--- config.mk ---
export PLATFORM = sky130hd
export DESIGN_NAME = mode_tree_probability_builder_top
export DESIGN_NICKNAME = d
export VERILOG_FILES = /design/src/mtpb_pkg.sv /design/src/mode_tree_probability_builder_top.sv /design/src/mtpb_div.sv
export SDC_FILE = /design/constraint.sdc
export NUM_CORES = 2
export LEC_CHECK = 0
export BUFFER_PORTS_ARGS = -buffer_cell sky130_fd_sc_hd__buf_2
export CAP_MARGIN = 20
export CORE_MARGIN = 4
export CORE_UTILIZATION = 31
export CTS_BUF_LIST = sky130_fd_sc_hd__clkbuf_8
export DETAILED_ROUTE_END_ITERATION = 12
export PLACE_DENSITY = 0.43
export SLEW_MARGIN = 40
export SYNTH_ARGS = -nofsm -noshare
export SYNTH_HDL_FRONTEND = slang
export SYNTH_SLANG_ARGS = --single-unit
--- constraint.sdc ---
create_clock -name i_clk -period 5.34 [get_ports i_clk]
set_input_delay 1.068 -clock i_clk [delete_from_list [all_inputs] [get_ports i_clk]]
set_output_delay 1.068 -clock i_clk [all_outputs]
set_load 0.02 [all_outputs]
--- src/mtpb_pkg.sv ---
// Package for the mode tree probability builder.
// Holds widths, counts and the sequencer state type; depends on nothing.
`default_nettype none

package mtpb_pkg;

    localparam int NUM_MODES = 10;
    localparam int PER_TYPE  = 2 * NUM_MODES;
    localparam int NUM_NODES = 10;
    localparam int BYTE_W    = 8;
    localparam int COUNT_W   = 15;
    localparam int SUM_W     = 18;
    localparam int NUM_W     = 26;
    localparam int QUOT_W    = 8;
    localparam int IDX_W     = 4;
    localparam int READS     = 12;
    localparam int SLOT_S    = 10;
    localparam int SLOT_O    = 11;
    localparam int COUNT_MUL = 100;
    localparam int PROB_MAX  = 255;

    typedef enum logic [4:0] {
        S_IDLE  = 5'b00001,
        S_READ  = 5'b00010,
        S_GROUP = 5'b00100,
        S_LOAD  = 5'b01000,
        S_DIV   = 5'b10000
    } t_state;

endpackage

`default_nettype wire

--- src/mode_tree_probability_builder_top.sv ---
// Top level of the mode tree probability builder: probability table and query sequencer.
// Depends on mtpb_pkg and on the serial divider mtpb_div.
//
// A write transaction (i_mode low) stores one table byte in the cycle it is accepted and
// gives no result; busy stays low, so writes may follow every cycle. A query transaction
// (i_mode high) reads twelve table bytes, then runs ten eight-step divisions one after
// another on the single serial divider; busy is high while the query runs and falls
// as o_done rises. Results appear for exactly one cycle with o_done and the receiver
// cannot stall them. The table clears to zero at reset through per-entry valid flags,
// so no clearing pass is needed.
`default_nettype none

module mode_tree_probability_builder_top #(
    parameter int MODE_TYPES = 3
) (
    input  wire logic       i_clk,
    input  wire logic       i_rst_n,
    input  wire logic       i_start,
    output logic            o_busy,
    input  wire logic       i_mode,
    input  wire logic [1:0] i_type_index,
    input  wire logic       i_side,
    input  wire logic [3:0] i_mode_index,
    input  wire logic [7:0] i_value,
    output logic            o_done,
    output logic [7:0]      o_prob_repeat,
    output logic [7:0]      o_node0_prob,
    output logic [7:0]      o_node1_prob,
    output logic [7:0]      o_node2_prob,
    output logic [7:0]      o_node3_prob,
    output logic [7:0]      o_node4_prob,
    output logic [7:0]      o_node5_prob,
    output logic [7:0]      o_node6_prob,
    output logic [7:0]      o_node7_prob,
    output logic [7:0]      o_node8_prob
);

    localparam int DEPTH = MODE_TYPES * mtpb_pkg::PER_TYPE;
    localparam int AW    = $clog2(DEPTH);

    mtpb_pkg::t_state r_state, n_state;

    logic [mtpb_pkg::BYTE_W-1:0]  mem [DEPTH];
    logic [DEPTH-1:0]             r_vld;
    logic [mtpb_pkg::BYTE_W-1:0]  r_rd_data;
    logic                         r_rd_vld;

    logic [1:0]                   r_type;
    logic [3:0]                   r_midx;
    logic                         r_type_ok;
    logic                         r_midx_ok;
    logic [mtpb_pkg::IDX_W-1:0]   r_idx;
    logic [mtpb_pkg::IDX_W-1:0]   r_node;
    logic [mtpb_pkg::COUNT_W-1:0] r_cnt [mtpb_pkg::NUM_MODES];
    logic [mtpb_pkg::BYTE_W-1:0]  r_s;
    logic [mtpb_pkg::BYTE_W-1:0]  r_o;
    logic [mtpb_pkg::SUM_W-1:0]   r_g02, r_g34, r_g17, r_g56, r_g89;
    logic [mtpb_pkg::BYTE_W-1:0]  r_res [mtpb_pkg::NUM_NODES];
    logic                         r_done;

    logic                         accept;
    logic                         wr_type_ok;
    logic                         wr_en;
    logic [AW-1:0]                wr_addr;
    logic [AW-1:0]                base;
    logic [AW-1:0]                rd_addr;
    logic [mtpb_pkg::BYTE_W-1:0]  rd_byte;
    logic [mtpb_pkg::IDX_W-1:0]   cap_k;
    logic [mtpb_pkg::SUM_W-1:0]   part, whole;
    logic [mtpb_pkg::NUM_W-1:0]   div_num;
    logic [mtpb_pkg::SUM_W-1:0]   div_den;
    logic                         div_start;
    logic                         div_done;
    logic [mtpb_pkg::QUOT_W-1:0]  div_quot;

    assign accept     = i_start && !o_busy;
    assign wr_type_ok = (32'(i_type_index) < MODE_TYPES);
    assign wr_en      = accept && !i_mode && wr_type_ok &&
                        (32'(i_mode_index) < mtpb_pkg::NUM_MODES);
    assign wr_addr    = wr_type_ok ?
        AW'(32'(i_type_index) * mtpb_pkg::PER_TYPE + 32'(i_side) * mtpb_pkg::NUM_MODES
            + 32'(i_mode_index)) : '0;

    assign base = r_type_ok ? AW'(32'(r_type) * mtpb_pkg::PER_TYPE) : '0;

    always_comb begin
        rd_addr = '0;
        if (r_type_ok) begin
            if (32'(r_idx) < mtpb_pkg::NUM_MODES) begin
                rd_addr = base + AW'(r_idx);
            end else if (r_midx_ok && 32'(r_idx) == mtpb_pkg::SLOT_S) begin
                rd_addr = base + AW'(mtpb_pkg::NUM_MODES) + AW'(r_midx);
            end else if (r_midx_ok && 32'(r_idx) == mtpb_pkg::SLOT_O) begin
                rd_addr = base + AW'(r_midx);
            end
        end
    end

    always_ff @(posedge i_clk) begin
        if (wr_en) begin
            mem[wr_addr] <= i_value;
        end
        r_rd_data <= mem[rd_addr];
    end

    always_ff @(posedge i_clk) begin
        if (!i_rst_n) begin
            r_vld    <= '0;
            r_rd_vld <= 1'b0;
        end else begin
            if (wr_en) begin
                r_vld[wr_addr] <= 1'b1;
            end
            r_rd_vld <= r_vld[rd_addr];
        end
    end

    assign rd_byte = (r_rd_vld && r_type_ok) ? r_rd_data : '0;
    assign cap_k   = r_idx - mtpb_pkg::IDX_W'(1);

    always_comb begin
        part  = '0;
        whole = '0;
        case (r_node)
            4'd1: begin
                part  = r_g02 + r_g34;
                whole = r_g02 + r_g34 + r_g17 + r_g56 + r_g89;
            end
            4'd2: begin
                part  = r_g02;
                whole = r_g02 + r_g34;
            end
            4'd3: begin
                part  = r_g17;
                whole = r_g17 + r_g56 + r_g89;
            end
            4'd4: begin
                part  = mtpb_pkg::SUM_W'(r_cnt[0]);
                whole = r_g02;
            end
            4'd5: begin
                part  = mtpb_pkg::SUM_W'(r_cnt[3]);
                whole = r_g34;
            end
            4'd6: begin
                part  = mtpb_pkg::SUM_W'(r_cnt[1]);
                whole = r_g17;
            end
            4'd7: begin
                part  = r_g56;
                whole = r_g56 + r_g89;
            end
            4'd8: begin
                part  = mtpb_pkg::SUM_W'(r_cnt[5]);
                whole = r_g56;
            end
            4'd9: begin
                part  = mtpb_pkg::SUM_W'(r_cnt[8]);
                whole = r_g89;
            end
            default: begin
                part  = mtpb_pkg::SUM_W'(r_s);
                whole = mtpb_pkg::SUM_W'(r_s) + mtpb_pkg::SUM_W'(r_o);
            end
        endcase
    end

    assign div_num   = (mtpb_pkg::NUM_W'(part) << 8) - mtpb_pkg::NUM_W'(part);
    assign div_den   = whole + mtpb_pkg::SUM_W'(1);
    assign div_start = (r_state == mtpb_pkg::S_LOAD);

    mtpb_div u_div (
        .i_clk   (i_clk),
        .i_rst_n (i_rst_n),
        .i_start (div_start),
        .i_num   (div_num),
        .i_den   (div_den),
        .o_done  (div_done),
        .o_quot  (div_quot)
    );

    always_comb begin
        n_state = r_state;
        case (r_state)
            mtpb_pkg::S_IDLE: begin
                if (accept && i_mode) begin
                    n_state = mtpb_pkg::S_READ;
                end
            end
            mtpb_pkg::S_READ: begin
                if (32'(r_idx) == mtpb_pkg::READS) begin
                    n_state = mtpb_pkg::S_GROUP;
                end
            end
            mtpb_pkg::S_GROUP: n_state = mtpb_pkg::S_LOAD;
            mtpb_pkg::S_LOAD:  n_state = mtpb_pkg::S_DIV;
            mtpb_pkg::S_DIV: begin
                if (div_done) begin
                    n_state = (32'(r_node) == mtpb_pkg::NUM_NODES - 1) ?
                              mtpb_pkg::S_IDLE : mtpb_pkg::S_LOAD;
                end
            end
            default: n_state = mtpb_pkg::S_IDLE;
        endcase
    end

    always_ff @(posedge i_clk) begin
        if (!i_rst_n) begin
            r_state <= mtpb_pkg::S_IDLE;
            r_done  <= 1'b0;
        end else begin
            r_state <= n_state;
            r_done  <= (r_state == mtpb_pkg::S_DIV) && div_done &&
                       (32'(r_node) == mtpb_pkg::NUM_NODES - 1);
        end
    end

    always_ff @(posedge i_clk) begin
        case (r_state)
            mtpb_pkg::S_IDLE: begin
                if (accept && i_mode) begin
                    r_type    <= i_type_index;
                    r_midx    <= i_mode_index;
                    r_type_ok <= wr_type_ok;
                    r_midx_ok <= (32'(i_mode_index) < mtpb_pkg::NUM_MODES);
                    r_idx     <= '0;
                end
            end
            mtpb_pkg::S_READ: begin
                r_idx <= r_idx + mtpb_pkg::IDX_W'(1);
                if (r_idx != '0) begin
                    if (32'(cap_k) < mtpb_pkg::NUM_MODES) begin
                        r_cnt[cap_k] <= (cap_k == r_midx) ? '0 :
                            mtpb_pkg::COUNT_W'(rd_byte) *
                            mtpb_pkg::COUNT_W'(mtpb_pkg::COUNT_MUL);
                    end else if (32'(cap_k) == mtpb_pkg::SLOT_S) begin
                        r_s <= r_midx_ok ? rd_byte : '0;
                    end else begin
                        r_o <= r_midx_ok ? rd_byte : '0;
                    end
                end
            end
            mtpb_pkg::S_GROUP: begin
                r_g02  <= mtpb_pkg::SUM_W'(r_cnt[0]) + mtpb_pkg::SUM_W'(r_cnt[2]);
                r_g34  <= mtpb_pkg::SUM_W'(r_cnt[3]) + mtpb_pkg::SUM_W'(r_cnt[4]);
                r_g17  <= mtpb_pkg::SUM_W'(r_cnt[1]) + mtpb_pkg::SUM_W'(r_cnt[7]);
                r_g56  <= mtpb_pkg::SUM_W'(r_cnt[5]) + mtpb_pkg::SUM_W'(r_cnt[6]);
                r_g89  <= mtpb_pkg::SUM_W'(r_cnt[8]) + mtpb_pkg::SUM_W'(r_cnt[9]);
                r_node <= '0;
            end
            mtpb_pkg::S_DIV: begin
                if (div_done) begin
                    r_res[r_node] <= (r_node == '0) ?
                        mtpb_pkg::BYTE_W'(mtpb_pkg::PROB_MAX) - div_quot :
                        div_quot + mtpb_pkg::BYTE_W'(1);
                    r_node <= r_node + mtpb_pkg::IDX_W'(1);
                end
            end
            default: begin
            end
        endcase
    end

    assign o_busy        = (r_state != mtpb_pkg::S_IDLE);
    assign o_done        = r_done;
    assign o_prob_repeat = r_res[0];
    assign o_node0_prob  = r_res[1];
    assign o_node1_prob  = r_res[2];
    assign o_node2_prob  = r_res[3];
    assign o_node3_prob  = r_res[4];
    assign o_node4_prob  = r_res[5];
    assign o_node5_prob  = r_res[6];
    assign o_node6_prob  = r_res[7];
    assign o_node7_prob  = r_res[8];
    assign o_node8_prob  = r_res[9];

    // A result is only ever announced right after the last division finished.
    a_done_after_div: assert property (@(posedge i_clk) disable iff (!i_rst_n)
        o_done |-> $past(r_state == mtpb_pkg::S_DIV) && $past(div_done))
        else $error("result strobe without a finished division");

    // An accepted query always makes the block busy in the next cycle.
    a_query_busy: assert property (@(posedge i_clk) disable iff (!i_rst_n)
        (i_start && !o_busy && i_mode) |=> o_busy)
        else $error("query accepted but block not busy");

    // The divider only completes while the sequencer waits for it.
    a_div_owned: assert property (@(posedge i_clk) disable iff (!i_rst_n)
        div_done |-> (r_state == mtpb_pkg::S_DIV))
        else $error("divider finished outside the division state");

    // Branch probabilities are never zero.
    a_node_nonzero: assert property (@(posedge i_clk) disable iff (!i_rst_n)
        o_done |-> (o_node0_prob != 8'd0) && (o_node4_prob != 8'd0) &&
                   (o_node8_prob != 8'd0))
        else $error("zero branch probability");

endmodule

`default_nettype wire

--- src/mtpb_div.sv ---
// Serial restoring divider that delivers an eight-bit quotient, one bit per cycle.
// Depends on mtpb_pkg for its operand widths.
`default_nettype none

module mtpb_div (
    input  wire logic                        i_clk,
    input  wire logic                        i_rst_n,
    input  wire logic                        i_start,
    input  wire logic [mtpb_pkg::NUM_W-1:0]  i_num,
    input  wire logic [mtpb_pkg::SUM_W-1:0]  i_den,
    output logic                             o_done,
    output logic [mtpb_pkg::QUOT_W-1:0]      o_quot
);

    logic [mtpb_pkg::NUM_W-1:0]  r_rem;
    logic [mtpb_pkg::NUM_W-1:0]  r_dsh;
    logic [mtpb_pkg::QUOT_W-1:0] r_q;
    logic [2:0]                  r_step;
    logic                        r_run;
    logic                        r_done;
    logic                        take;

    assign take = (r_rem >= r_dsh);

    always_ff @(posedge i_clk) begin
        if (!i_rst_n) begin
            r_run  <= 1'b0;
            r_done <= 1'b0;
            r_step <= '0;
        end else begin
            r_done <= 1'b0;
            if (i_start) begin
                r_run  <= 1'b1;
                r_step <= 3'd7;
            end else if (r_run) begin
                r_step <= r_step - 3'd1;
                if (r_step == 3'd0) begin
                    r_run  <= 1'b0;
                    r_done <= 1'b1;
                end
            end
        end
    end

    always_ff @(posedge i_clk) begin
        if (i_start) begin
            r_rem <= i_num;
            r_dsh <= mtpb_pkg::NUM_W'(i_den) << 7;
            r_q   <= '0;
        end else if (r_run) begin
            if (take) begin
                r_rem <= r_rem - r_dsh;
            end
            r_q   <= {r_q[mtpb_pkg::QUOT_W-2:0], take};
            r_dsh <= r_dsh >> 1;
        end
    end

    assign o_done = r_done;
    assign o_quot = r_q;

endmodule

`default_nettype wire

==> metrics.yaml <==
yosys:
  synth_cell_type_count: 105
  synth_area_per_cell_um2: 11.9
  most_area_consuming_cells_after_synthesis: "edfxtp_1 (53%), ha_1 (5.8%), dfxtp_1 (4.0%)"
  synth-async-reset-ratio_pct: 0
  seq_area_frac_synth_pct: 57.1
  synth_edf_count: 836
  mappedNetlistArea_um2: 47300
  mappedNetlistNets: 4249
  ys_seq_elements: 931
  yosys_warnings: 0
  syn-instance-count: 3965
  synthFlopType: "edfxtp_1"
  yosys.area.top_type_share_pct: 53.0
  synth_area_leader_cell: "edfxtp_1"
clock_tree:
  tritoncts: "done"
  cts.htree.levels: 4
  clk_root_buffer_cell: "clkbuf_8"
  cts.clk_slew.worst_paths_ns: 0.06
  ctsLongestPathBuffers: 3
  cts_hold_buffers: 0
  clk_lat_worst_skew_ns: 0.88
  cts_inserted_buffers: 164
  clkSinkCount: 931
worst_setup_path:
  timing.critical_path.from_type: "flip-flop"
  critical-path-max-stage-delay_ns: 0.50
  timing.rr.end: "u_div.r_dsh[23]$_DFFE_PP_"
  r2r_setup_slack_ns: 0.34
  critical_path.max_fanout: 3
  path_class: "reg -> reg"
  critical-path-slowest-cell: "fa_1"
  critical_path.cell_chain: "ha_1, fa_1, a211oi_4, buf_4, nor4b_1, nor3b_1, fa_1, inv_1, ha_1, nor2_1, nor2b_1, a21o_1, a211oi_1, xnor2_1, a21oi_1, a21oi_1, nand4b_1, mux2i_1, nand3_1"
  worst-endpoint-required_ns: 5.92
  crit-reg2reg-launch: "r_g02[2]$_DFFE_PP_"
  data_arrival_time_of_the_worst_path_ns: 5.58
  critical_path.endpoint_type: "flip-flop"
  rr_worst_depth: 19
floorplanning:
  initial_core_util_pct: 31.2
  count_of_standard_cell_rows: 143
  die_height_um: 399
  dieWidth_um: 399
  io-pin-count: 101
  placeableCoreArea_um2: 152000
  dieArea_um2: 159000
route:
  drtPass1Iterations: 6
  route.detailed.wl_per_inst_um: 22.9
  detailroute.via_count: 32300
  detail_route.drc_violations: 0
  drt_iter0_drc: 1884
  totalWireLength_um: 145000
  final_antenna_net_count: 0
  avgViaCountPerCell: 5.10
sta:
  timing.setup.tns_ns: 0
  final-max-slew-violation-count: 0
  finalHoldViolCount: 0
  finalSetupViolations: 0
  least_margin_pin_slew_ns: 0.888
  final_min_period_over_clock_period_pct: 93.6
  achievable-frequency_ghz: 0.200
  clock_skew_ns: 0.0600
  post-route-min-period_ns: 5.00
  rsz0062_at_grt: "false"
  slew_headroom_pct: 40.6
global_routing:
  grt_start_max_net_pins: 149
  grt_pass1_wl_um: 214000
  via_count_of_the_first_global_routing_pass: 32100
  antenna_found_initial: 5
  grtUsageTotal_pct: 17.9
  grt_overflow_total: 0
final_layout:
  layout.filler_cells: 15100
  drive_gt1_share_pct: 13.0
  seqCellArea_um2: 27000
  multi_input_area_um2: 19000
  layout_commonest_cell: "edfxtp_1"
  layout_common_cells: "edfxtp_1 (836), nor2_1 (358), inv_1 (262)"
  finalNetCount: 4444
  synthToLayoutAreaGrowth_pct: 14.0
pwr:
  total_switching_power_mw: 4.55
  clock_power_share_pct: 38.4
  p_seq_share_pct: 49.5
  power_density_nw_per_um2: 303
  ir_worst_vdd_v: 0.000203
  combinationalPowerShare_pct: 12.0
  power_mw: 16.3
  netSwitchingFraction_pct: 27.9
  power.internal_mw: 11.8
  static-leakage-power_nw: 19.5
job:
  count_of_maximum_capacitance_violations: 0
status:
  outcome: "completed"
placement:
  place_hpwl_um: 99200
  gp_routability_congestion: 0.862
  port_buffers: 100
hold_path:
  hp-start: "r_vld[59]$_SDFFE_PN0P_"
  hold_path_end: "r_vld[59]$_SDFFE_PN0P_"
  whs_path_depth: 2
  holdCritPathClass: "reg -> reg"
## routing by layer
layer,vias to the layer above,track usage [%],share of wire [%]
met5,-,0,0.019
met4,4,4.36,1.9
li1,15400,-,-
met3,173,3.04,4.4
met2,709,30.6,49
met1,16000,23.8,45
## how the worst max path moves through the flow
stage	from	endpoint	slack, ns	depth (start not counted)
2_1_floorplan	r_g02[2]$_DFFE_PP_	u_div.r_dsh[23]$_DFFE_PP_	0.82	20
3_3_place_gp	r_g02[2]$_DFFE_PP_	u_div.r_dsh[23]$_DFFE_PP_	0.33	20
3_5_place_dp	r_g02[2]$_DFFE_PP_	u_div.r_dsh[23]$_DFFE_PP_	0.29	20
4_1_cts	r_g02[2]$_DFFE_PP_	u_div.r_dsh[23]$_DFFE_PP_	0.17	20
5_1_grt	r_g02[2]$_DFFE_PP_	u_div.r_dsh[23]$_DFFE_PP_	0.008	17
6_report	r_g02[2]$_DFFE_PP_	u_div.r_dsh[23]$_DFFE_PP_	0.34	19
## layout make-up
type,instances,area share (%)
Clock inverter,129,1.27
Clock buffer,175,4.46
Timing Repair Buffer,237,3.04
Multi-Input combinational cell,2642,35.1
Antenna cell,4,0.0186
Sequential cell,931,50.1
Inverter,184,1.29
Tap cell,2030,4.71
## cells in the mapped netlist (7+ instances only)
cell      number
edfxtp_1     836
nor2_1       380
o21ai_0      247
ha_1         219
a21oi_1      200
a211oi_1     192
inv_1        183
nand3b_1     150
nand2_1      142
clkbuf_1     137
mux2i_1      116
xnor2_1      109
dfxtp_1       95
o211ai_1      87
and3_1        84
nand3_1       72
nor3_1        55
xor2_1        50
fa_1          46
buf_2         43
a22oi_1       41
nor2b_1       35
a21o_1        34
and2_1        33
o21ai_1       28
nand2b_1      24
o21a_1        20
o22ai_1       19
a22o_1        17
buf_1         16
o21bai_1      15
nor3b_1       14
or3_1         14
a21boi_0      12
a222oi_1       9
a221oi_1       8
a31oi_1        8
buf_6          8
nand4_1        8
nor4_1         7
## state kept, by name (all words and copies together), names as in the netlist, 2 cells and up
| signal | flops |
|---|---|
| mem | 480 |
| r_cnt | 130 |
| r_g02 | 14 |
| r_g17 | 14 |
| r_g34 | 14 |
| r_g56 | 14 |
| r_g89 | 14 |
| r_idx | 4 |
| r_midx | 4 |
| r_node | 4 |
| r_o | 8 |
| r_rd_data | 8 |
| r_res | 80 |
| r_s | 8 |
| r_state | 5 |
| r_type | 2 |
| r_vld | 60 |
| u_div.o_quot | 8 |
| u_div.r_dsh | 25 |
| u_div.r_rem | 26 |
| u_div.r_step | 3 |
## metrics by stage
stage          cell area (µm²)  hold slack [ns]  worst slack [ns]  std cells  utilization [%]
4_1_cts                  53900            0.388             0.167       6327             35.5
3_3_place_gp             50700            0.440             0.330       6023             33.4
2_1_floorplan            47300            0.431             0.816       3965                -
6_report                 53900            0.458             0.344       6332             35.5
5_1_grt                  53900            0.404           0.00847       6331             35.5
3_5_place_dp             50800            0.449             0.289       6023             33.4
## cells by family after synthesis
| logic type | synth area share (%) |
|---|---|
| and+or+nand+nor | 11.7 |
| AOI/OAI and AO/OA | 14.7 |
| DFF | 57.1 |
| buffers and inverters | 3.38 |
| adders and majority gates | 7.73 |
| xor gates and xnor gates | 2.94 |
| muxes | 2.50 |
## what timing repair did
action	4_1_cts	5_1_grt
setup endpoints to repair	0	1
gates resized for setup	0	5
setup buffers	0	1
## worst max-delay path, delay by kind of cell, from the launching register on
kind / cells / cell delay, ns
adders and majority gates: 4 / 1.50
AOI/OAI and AO/OA: 5 / 1.09
and+or+nand+nor: 6 / 1.04
DFF: 1 / 0.44
buffers and inverters: 2 / 0.24
muxes: 1 / 0.23
xor gates and xnor gates: 1 / 0.15
## power groups by stage
stage               Combinational, mW  Clock [mW]  Sequential, mW
floorplan                        1.22           0            8.21
global placement                 2.01           0            8.24
detailed placement               2.01           0            8.24
CTS                              2.02        6.49            8.08
global route                     2.16        6.86            8.09
finish                           1.97        6.27            8.09
(Power assumes the default switching activity.)
